File: src/rtl/core/tshp_pkg.sv
// Package with shared types and constants for the tar stream header parser.
`timescale 1ns / 1ps
package tshp_pkg;

    typedef struct packed {
        logic [7:0] stream_byte;
        logic       stream_end;
    } in_item_t;

    typedef struct packed {
        logic [1:0]  result_kind;
        logic [2:0]  entry_type;
        logic [31:0] file_size;
        logic [11:0] file_mode;
        logic [23:0] owner_id;
        logic [23:0] group_id;
        logic [31:0] modify_time;
        logic [15:0] device_number;
        logic [7:0]  data_out;
        logic        data_last;
        logic [2:0]  error_code;
    } out_item_t;

    typedef enum logic [2:0] {
        PH_HEADER = 3'd0,
        PH_DATA   = 3'd1,
        PH_SKIP   = 3'd2,
        PH_DONE   = 3'd3,
        PH_ERROR  = 3'd4
    } phase_t;

    localparam logic [1:0] KIND_HEADER = 2'd0;
    localparam logic [1:0] KIND_DATA   = 2'd1;
    localparam logic [1:0] KIND_END    = 2'd2;
    localparam logic [1:0] KIND_ERROR  = 2'd3;

    localparam logic [2:0] ERR_OCTAL = 3'd1;
    localparam logic [2:0] ERR_CSUM  = 3'd2;
    localparam logic [2:0] ERR_TYPE  = 3'd3;
    localparam logic [2:0] ERR_EARLY = 3'd4;

    localparam logic [8:0] BLK_LAST = 9'd511;
    localparam int QDEPTH = 4;
    localparam int QAW = $clog2(QDEPTH);

endpackage

File: src/rtl/core/tshp_front.sv
// Front part: byte-serial header decode, data pass-through and block skipping.
`timescale 1ns / 1ps
module tshp_front
    import tshp_pkg::*;
(
    input  logic      clk,
    input  logic      rst_n,
    input  logic      in_valid,
    input  in_item_t  in_item,
    output logic      res_valid,
    output out_item_t res_item
);

    phase_t      phase_reg, phase_next;
    logic [8:0]  pos_reg;
    logic [31:0] rem_reg, rem_next;
    logic [16:0] csum_reg, csum_next;
    logic [17:0] stored_reg, stored_next;
    logic [31:0] size_reg, size_next, mtime_reg, mtime_next;
    logic [23:0] mode_reg, mode_next, uid_reg, uid_next, gid_reg, gid_next;
    logic [23:0] major_reg, major_next, minor_reg, minor_next;
    logic        term_reg, term_next, zfb_reg, zfb_next;
    logic [2:0]  fault_reg, fault_next;
    logic [7:0]  type_reg, type_next;

    logic [7:0]  b;
    logic [8:0]  p;
    logic        is_oct, is_stop, in_field, field_start;
    logic [2:0]  dig;
    logic [2:0]  fbit;
    logic [31:0] rem_dec;
    logic [2:0]  kind;
    logic        kind_ok;

    always_comb
    begin
        b = in_item.stream_byte;
        p = pos_reg;
        is_oct = (b >= 8'h30) && (b <= 8'h37);
        is_stop = (b == 8'h00) || (b == 8'h20);
        dig = b[2:0];
        rem_dec = rem_reg - 32'd1;
        field_start = (p == 9'd100) || (p == 9'd108) || (p == 9'd116) || (p == 9'd124)
            || (p == 9'd136) || (p == 9'd148) || (p == 9'd329) || (p == 9'd337);
        in_field = ((p >= 9'd100) && (p <= 9'd153)) || ((p >= 9'd329) && (p <= 9'd344));
        if ((p >= 9'd124) && (p <= 9'd135))
            fbit = 3'b010;
        else if ((p >= 9'd148) && (p <= 9'd153))
            fbit = 3'b001;
        else
            fbit = 3'b100;
        kind_ok = 1'b1;
        kind = 3'd0;
        unique case (type_reg)
            8'h00, 8'h30: kind = 3'd0;
            8'h35:        kind = 3'd1;
            8'h32:        kind = 3'd2;
            8'h31:        kind = 3'd3;
            8'h33:        kind = 3'd4;
            8'h34:        kind = 3'd5;
            8'h36:        kind = 3'd6;
            default:      kind_ok = 1'b0;
        endcase
    end

    always_comb
    begin
        phase_next = phase_reg;
        rem_next = rem_reg;
        csum_next = csum_reg;
        stored_next = stored_reg;
        size_next = size_reg;
        mtime_next = mtime_reg;
        mode_next = mode_reg;
        uid_next = uid_reg;
        gid_next = gid_reg;
        major_next = major_reg;
        minor_next = minor_reg;
        term_next = term_reg;
        zfb_next = zfb_reg;
        fault_next = fault_reg;
        type_next = type_reg;
        res_valid = 1'b0;
        res_item = '0;
        if (in_valid && (phase_reg == PH_HEADER || phase_reg == PH_DATA
                || phase_reg == PH_SKIP))
        begin
            if (in_item.stream_end)
            begin
                res_valid = 1'b1;
                res_item.result_kind = KIND_ERROR;
                res_item.error_code = ERR_EARLY;
                phase_next = PH_ERROR;
            end
            else
            begin
                unique case (phase_reg)
                    PH_HEADER:
                    begin
                        if (p == 9'd0)
                        begin
                            csum_next = '0;
                            stored_next = '0;
                            size_next = '0;
                            mode_next = '0;
                            uid_next = '0;
                            gid_next = '0;
                            mtime_next = '0;
                            major_next = '0;
                            minor_next = '0;
                            fault_next = '0;
                            type_next = '0;
                            zfb_next = (b == 8'h00);
                        end
                        csum_next = ((p == 9'd0) ? 17'd0 : csum_reg)
                            + (((p >= 9'd148) && (p <= 9'd155)) ? 17'h20 : {9'd0, b});
                        if (field_start)
                            term_next = 1'b0;
                        if (in_field && (field_start || !term_reg))
                        begin
                            if (is_oct)
                            begin
                                if (p >= 9'd337)
                                    minor_next = {minor_reg[20:0], dig};
                                else if (p >= 9'd329)
                                    major_next = {major_reg[20:0], dig};
                                else if (p >= 9'd148)
                                    stored_next = {stored_reg[14:0], dig};
                                else if (p >= 9'd136)
                                    mtime_next = {mtime_reg[28:0], dig};
                                else if (p >= 9'd124)
                                    size_next = {size_reg[28:0], dig};
                                else if (p >= 9'd116)
                                    gid_next = {gid_reg[20:0], dig};
                                else if (p >= 9'd108)
                                    uid_next = {uid_reg[20:0], dig};
                                else
                                    mode_next = {mode_reg[20:0], dig};
                            end
                            else
                            begin
                                term_next = 1'b1;
                                if (!is_stop)
                                    fault_next = fault_reg | fbit;
                            end
                        end
                        if (p == 9'd156)
                            type_next = b;
                        if (p == BLK_LAST)
                        begin
                            priority if (zfb_reg)
                            begin
                                res_valid = 1'b1;
                                res_item.result_kind = KIND_END;
                                phase_next = PH_DONE;
                            end
                            else if (fault_reg[0] || ({1'b0, csum_next} != stored_reg)
                                || fault_reg[1])
                            begin
                                res_valid = 1'b1;
                                res_item.result_kind = KIND_ERROR;
                                res_item.error_code = (!fault_reg[0]
                                    && ({1'b0, csum_next} != stored_reg))
                                    ? ERR_CSUM : ERR_OCTAL;
                                phase_next = PH_ERROR;
                            end
                            else if (type_reg == 8'h4B || type_reg == 8'h4C)
                            begin
                                rem_next = size_reg;
                                phase_next = (size_reg != 32'd0) ? PH_SKIP : PH_HEADER;
                            end
                            else if (fault_reg[2] || !kind_ok)
                            begin
                                res_valid = 1'b1;
                                res_item.result_kind = KIND_ERROR;
                                res_item.error_code = fault_reg[2] ? ERR_OCTAL : ERR_TYPE;
                                phase_next = PH_ERROR;
                            end
                            else
                            begin
                                res_valid = 1'b1;
                                res_item.result_kind = KIND_HEADER;
                                res_item.entry_type = kind;
                                res_item.file_size = size_reg;
                                res_item.file_mode = mode_reg[11:0];
                                res_item.owner_id = uid_reg;
                                res_item.group_id = gid_reg;
                                res_item.modify_time = mtime_reg;
                                res_item.device_number = {major_reg[7:0], minor_reg[7:0]};
                                rem_next = size_reg;
                                phase_next = (kind == 3'd0 && size_reg != 32'd0)
                                    ? PH_DATA : PH_HEADER;
                            end
                        end
                    end
                    PH_DATA:
                    begin
                        rem_next = rem_dec;
                        res_valid = 1'b1;
                        res_item.result_kind = KIND_DATA;
                        res_item.data_out = b;
                        res_item.data_last = (rem_dec == 32'd0);
                        if (rem_dec == 32'd0)
                            phase_next = (p == BLK_LAST) ? PH_HEADER : PH_SKIP;
                    end
                    default:
                    begin
                        if (rem_reg != 32'd0)
                            rem_next = rem_dec;
                        if (p == BLK_LAST && rem_next == 32'd0)
                            phase_next = PH_HEADER;
                    end
                endcase
            end
        end
    end

    always_ff @(posedge clk or negedge rst_n)
    begin
        if (!rst_n)
        begin
            phase_reg <= PH_HEADER;
            pos_reg <= '0;
            rem_reg <= '0;
            csum_reg <= '0;
            stored_reg <= '0;
            size_reg <= '0;
            mtime_reg <= '0;
            mode_reg <= '0;
            uid_reg <= '0;
            gid_reg <= '0;
            major_reg <= '0;
            minor_reg <= '0;
            term_reg <= 1'b0;
            zfb_reg <= 1'b0;
            fault_reg <= '0;
            type_reg <= '0;
        end
        else
        begin
            if (in_valid && !in_item.stream_end && (phase_reg == PH_HEADER
                    || phase_reg == PH_DATA || phase_reg == PH_SKIP))
                pos_reg <= pos_reg + 9'd1;
            phase_reg <= phase_next;
            rem_reg <= rem_next;
            csum_reg <= csum_next;
            stored_reg <= stored_next;
            size_reg <= size_next;
            mtime_reg <= mtime_next;
            mode_reg <= mode_next;
            uid_reg <= uid_next;
            gid_reg <= gid_next;
            major_reg <= major_next;
            minor_reg <= minor_next;
            term_reg <= term_next;
            zfb_reg <= zfb_next;
            fault_reg <= fault_next;
            type_reg <= type_next;
        end
    end

endmodule

File: src/rtl/core/tshp_queue.sv
// Back part: result queue between the decoder and the result port.
`timescale 1ns / 1ps
module tshp_queue
    import tshp_pkg::*;
(
    input  logic      clk,
    input  logic      rst_n,
    input  logic      wr_en,
    input  out_item_t wr_item,
    output logic      full,
    output logic      empty,
    input  logic      pop,
    output out_item_t rd_item
);

    out_item_t      mem [QDEPTH];
    logic [QAW-1:0] wptr_reg, rptr_reg;
    logic [QAW:0]   count_reg;
    logic           do_pop, do_push;

    assign full = (count_reg >= (QAW + 1)'(QDEPTH - 1));
    assign empty = (count_reg == '0);
    assign do_pop = pop && !empty;
    assign do_push = wr_en;
    assign rd_item = mem[rptr_reg];

    always_ff @(posedge clk)
    begin
        if (do_push)
            mem[wptr_reg] <= wr_item;
    end

    always_ff @(posedge clk or negedge rst_n)
    begin
        if (!rst_n)
        begin
            wptr_reg <= '0;
            rptr_reg <= '0;
            count_reg <= '0;
        end
        else
        begin
            if (do_push)
                wptr_reg <= wptr_reg + 1'b1;
            if (do_pop)
                rptr_reg <= rptr_reg + 1'b1;
            count_reg <= count_reg + (QAW + 1)'(do_push) - (QAW + 1)'(do_pop);
        end
    end

endmodule

File: src/rtl/core/tar_stream_header_parser_top.sv
// Top level of the tar stream header parser.
// A result becomes visible in the cycle after the request that causes it.
// Throughput: one byte per cycle while full is low; full rises when three results wait unread.
// Reset: asynchronous, active low; parsing restarts at a header block.
// Header results are produced on the last byte of a 512-byte header block.
`timescale 1ns / 1ps
module tar_stream_header_parser_top
    import tshp_pkg::*;
(
    input  logic      clk,
    input  logic      rst_n,
    input  logic      push,
    output logic      full,
    input  in_item_t  in_item,
    output logic      empty,
    input  logic      pop,
    output out_item_t out_item
);

    logic      res_valid;
    out_item_t res_item;

    tshp_front u_front (
        .clk(clk), .rst_n(rst_n), .in_valid(push && !full), .in_item(in_item),
        .res_valid(res_valid), .res_item(res_item)
    );

    tshp_queue u_queue (
        .clk(clk), .rst_n(rst_n), .wr_en(res_valid), .wr_item(res_item),
        .full(full), .empty(empty), .pop(pop), .rd_item(out_item)
    );

endmodule

File: config.mk
export PLATFORM = sky130hd
export DESIGN_NAME = tar_stream_header_parser_top
export DESIGN_NICKNAME = d
export VERILOG_FILES = /design/src/rtl/core/tshp_pkg.sv /design/src/rtl/core/tshp_front.sv /design/src/rtl/core/tshp_queue.sv /design/src/rtl/core/tar_stream_header_parser_top.sv
export SDC_FILE = /design/constraint.sdc
export NUM_CORES = 1
export LEC_CHECK = 0
export BUFFER_PORTS_ARGS = -buffer_cell sky130_fd_sc_hd__buf_4
export CORE_MARGIN = 2
export CORE_UTILIZATION = 64
export CTS_BUF_LIST = sky130_fd_sc_hd__clkbuf_4
export CTS_CLUSTER_DIAMETER = 200
export DETAILED_ROUTE_END_ITERATION = 16
export GPL_ROUTABILITY_DRIVEN = 0
export HOLD_SLACK_MARGIN = 0.02
export PLACE_DENSITY = 0.83
export SLEW_MARGIN = 0
export SYNTH_ARGS = -nofsm -noshare
export SYNTH_HDL_FRONTEND = slang
export SYNTH_SLANG_ARGS = --single-unit
File: constraint.sdc
create_clock -name clk -period 12.14 [get_ports clk]
set_input_delay 2.428 -clock clk [delete_from_list [all_inputs] [get_ports clk]]
set_output_delay 2.428 -clock clk [all_outputs]
set_load 0.02 [all_outputs]
==> implementation parameters <==
Parameter                              Value

Finish
  Max reg flops ... approximately 630
  Layout Area Growth over Synthesis ... 12.4%
  Proportion of layout cells with a drive suffix above 1 ... between 20% and 30%
  Number of filler cells placed in the layout ... roughly 3.6k
  Net count of the finished layout ... between 2k and 3k
  Largest register by flop count ... u_queue.mem
  Final Instance Area ... ~42000 um^2

Route
  Detailed Route Iter0 Violations ... around 2.7k
  Routed wire per std cell ... between 20 and 25 um
  Residual DRC ... 0
  Average vias per placed instance ... roughly 6.3
  Via count ... roughly 23k
  First-pass iteration count of the detailed router ... 6
  Number of nets with antenna violations after routing ... 0
  Aggregate routed wire length ... roughly 85000 um

CTS
  Deepest level of the CTS H-tree ... 4
  Number of hold buffers added after CTS ... 0
  Count of instances resized after the clock tree is built ... 0
  TritonCTS clock tree ... done
  Setup Buffers After CTS ... 0
  TritonCTS Sinks ... between 800 and 900
  Clk Latency, worst-skew pair ... 1060 ps
  Clock transition at path regs ... about 70 ps
  Number of buffers between clock root and the deepest sink ... 3
  Clock root buffer ... clkbuf_4
  TritonCTS buffer count ... around 200

Synthesis
  Post-synth EDFFs ... 628
  Async set-reset flop share out of synthesis ... ~28%
  Number of nets produced by synthesis ... approximately 2.6k
  Total of warnings raised by yosys ... 0
  Main synth FF type ... edfxtp_1
  Synthesized area divided by synthesized cell count ... about 15 um^2
  Combined area of all synthesized cells ... 37000 um^2
  Number of storage elements in the synthesis netlist ... between 800 and 900
  Fraction of the yosys area taken by sequential cells ... approximately two thirds
  Number of instances in the synthesized netlist ... ~2.5k
  Count of cell types in the netlist ... 97

STA
  Worst clock skew ... around 60 ps
  Total count of max-transition violations in the final report ... 0
  Unrepaired setup endpoints after global routing ... no
  Max Fclk ... about 130 MHz
  Final-report hold violation count ... 0
  Post-layout min period ... 7710 ps
  Sum Neg Setup Slack ... 0 ps
  Share of the clock period used by the worst path after layout ... between 60% and 70%
  Slew at the pin with the worst max-slew slack ... approximately 1200 ps
  Slew headroom ... between 15 and 20%
  Final-report setup violation count ... 0

Power and ir drop
  Leakage power ... 0.0168 uW
  Cell Pwr Density ... 170 nW/um^2
  Maximum VDD drop ... ~130 uV

GRT
  Vias in the first global route ... between 20k and 25k
  Grt total ovfl ... 0
  Pin count of the biggest net entering global routing ... 114
  Total routing usage reported by global routing ... 29.0%
  Global-route wire length before repair ... around 130000 um
  Number of antenna violations at the first check in global routing ... 4

Critical path
  Required time at the endpoint of the critical path ... roughly 13000 ps
  Critical path arrival ... about 8600 ps
  Slowest Stage Delay on Critical Path ... between 900 and 1000 ps
  Reg-to-reg endpoint ... u_queue.mem[0][148]
  Critical path's most frequent cell ... and2_1
  Worst Reg2Reg Path Length in Cells ... 18
  Setup slack of the worst register-to-register path ... around 4400 ps
  Number of buffer and inverter instances along the worst setup path ... 2
  Cell class contributing the biggest share of worst-path delay ... simple AND/OR/NAND/NOR gates
  CP max stage cell ... buf_4
  Crit end category ... register
  Critical Path, Cell by Cell ... nor4b_1, and3_1, nor2b_1, o21ai_0, and2_1, ha_1, inv_1, fa_1, nand2b_1, a21bo_2, a211oi_1, mux2i_1, o2111ai_1, nor2_2, nand4_1, nor3_4, buf_4, and2_1
  Source of the worst register-to-register timing path ... u_front.p[5]
  Crit path launch type ... register
  Cell depth of the worst setup path ... 18
  Worst setup path class ... register to register
  CP max FO ... around 110

Min path
  Path type of the worst min-delay path ... register to register
  Critical hold path startpoint ... u_front.csum_reg[7]
  Cell depth of the worst hold path ... 2
  Endpoint of the worst hold-timing path ... u_front.csum_reg[7]

Run
  Max Cap Viol ... 0

Floorplanning
  Number of cell rows ... a little under 90
  Die Wd ... between 200 and 250 um
  Boundary Pins ... 172
  Chip height ... 245 um
  Area inside the core boundary ... around 57000 um^2
  Overall die area ... 59800 um^2
  Starting density of the core ... between 60% and 70%

Placement
  Post-DP HPWL ... 51500 um
  Placed inst area ... a little under 40000 um^2
  Input/output buffers ... ~170

Status
  Outcome ... finished clean
-- worst max-delay path by stage --
stage	from	endpoint	slack (ps)
after global placement	in_item[1]	u_queue.mem[0][134]	4400
after floorplan	in_item[1]	u_queue.mem[0][0]	2490
after detailed placement	in_item[1]	u_queue.mem[3][46]	4260
after global routing	u_front.p[5]	u_queue.mem[1][25]	3840
after CTS	u_front.p[5]	u_queue.mem[3][28]	4550
final	u_front.p[5]	u_queue.mem[0][148]	4430
-- report_power, final --
group          internal, uW  switching (uW)
Clock                  1260            1100
Combinational           572             823
Sequential             3210             110
-- placed cells by master, fill, tap and decap left out, drive strengths merged, types with 19 or more instances in the layout --
| cell | synthesis | routed |
|---|---|---|
| edfxtp | 628 | 628 |
| a21oi | 36 | 36 |
| clkinv | 0 | 45 |
| o211ai | 19 | 19 |
| nor4 | 34 | 34 |
| mux2 | 19 | 19 |
| buf | 60 | 203 |
| dfrtp | 239 | 239 |
| xnor2 | 28 | 28 |
| nand2 | 314 | 314 |
| mux4 | 157 | 157 |
| inv | 37 | 43 |
| and2 | 175 | 175 |
| nor3 | 44 | 44 |
| ha | 22 | 22 |
| nor2 | 79 | 79 |
| nand3 | 69 | 69 |
| clkbuf | 98 | 321 |
| o21ai | 142 | 142 |
| a22o | 58 | 58 |
-- cell type report --
cell class / count / area, um^2 / area share, %
flip-flops and latches: 867 / 24800 / 59.7
multi-input cells: 1455 / 11400 / 27.5
clock buffers: 321 / 2410 / 5.79
repair buffers: 203 / 1530 / 3.68
well taps: 765 / 957 / 2.30
clock inverters: 54 / 289 / 0.694
inverters: 37 / 139 / 0.334
diodes: 6 / 15.0 / 0.0361
-- synthesized netlist by cell type, drive strengths merged, types with 22 or more instances --
| cell type | n | share of area, % |
|---|---|---|
| dfrtp | 239 | 16 |
| edfxtp | 628 | 51 |
| o21ai | 142 | 1.9 |
| nand3 | 69 | 0.95 |
| buf | 60 | 0.76 |
| xnor2 | 28 | 0.68 |
| a21oi | 36 | 0.52 |
| mux4 | 157 | 9.5 |
| nand2 | 314 | 3.2 |
| a22o | 58 | 1.4 |
| ha | 22 | 0.74 |
| nor2 | 79 | 0.81 |
| nor4 | 34 | 0.70 |
| clkbuf | 98 | 0.99 |
| inv | 37 | 0.38 |
| and2 | 175 | 3.0 |
| nor3 | 44 | 0.65 |
-- per-layer routing --
metal | share of wire [%] | vias up | GRT usage (%)
met1 | 38 | 11679 | 37.4
met3 | 8.2 | 209 | 7.77
met5 | 0.025 | - | 0
met4 | 3.3 | 4 | 11.7
li1 | - | 10248 | -
met2 | 50 | 1209 | 47.2
-- cell families after synthesis --
family | after synthesis | synth area share (%)
fa+ha+maj | 24 | 0.851
flops | 867 | 67.1
xor+xnor | 46 | 1.15
simple gates | 824 | 11.5
buf+inv | 195 | 2.13
mux | 189 | 10.5
compound gates | 372 | 6.79
-- metrics by stage --
| step | setup slack [ps] | cells | util (%) | hold slack, ps | power (uW) |
|---|---|---|---|---|---|
| after global routing | 3840 | 3708 | 72.4 | 515 | 7380 |
| after CTS | 4550 | 3702 | 72.4 | 476 | 7120 |
| after global placement | 4400 | 3327 | 67.7 | 448 | 4760 |
| final | 4430 | 3708 | 72.4 | 473 | 7070 |
| after detailed placement | 4260 | 3327 | 67.7 | 452 | 4780 |
| after floorplan | 2490 | 2517 | - | 430 | 4360 |
-- worst reg2reg max path, cell delays in order (launching register included) --
cell and delay, ps:
dfrtp_1 530, nor4b_1 770, and3_1 290, nor2b_1 70, o21ai_0 580, and2_1 220, ha_1 190, inv_1 80
fa_1 450, nand2b_1 200, a21bo_2 220, a211oi_1 570, mux2i_1 270, o2111ai_1 170, nor2_2 290, nand4_1 200
nor3_4 930, buf_4 980, and2_1 500
No activity file was read; power rests on OpenSTA's default activity.
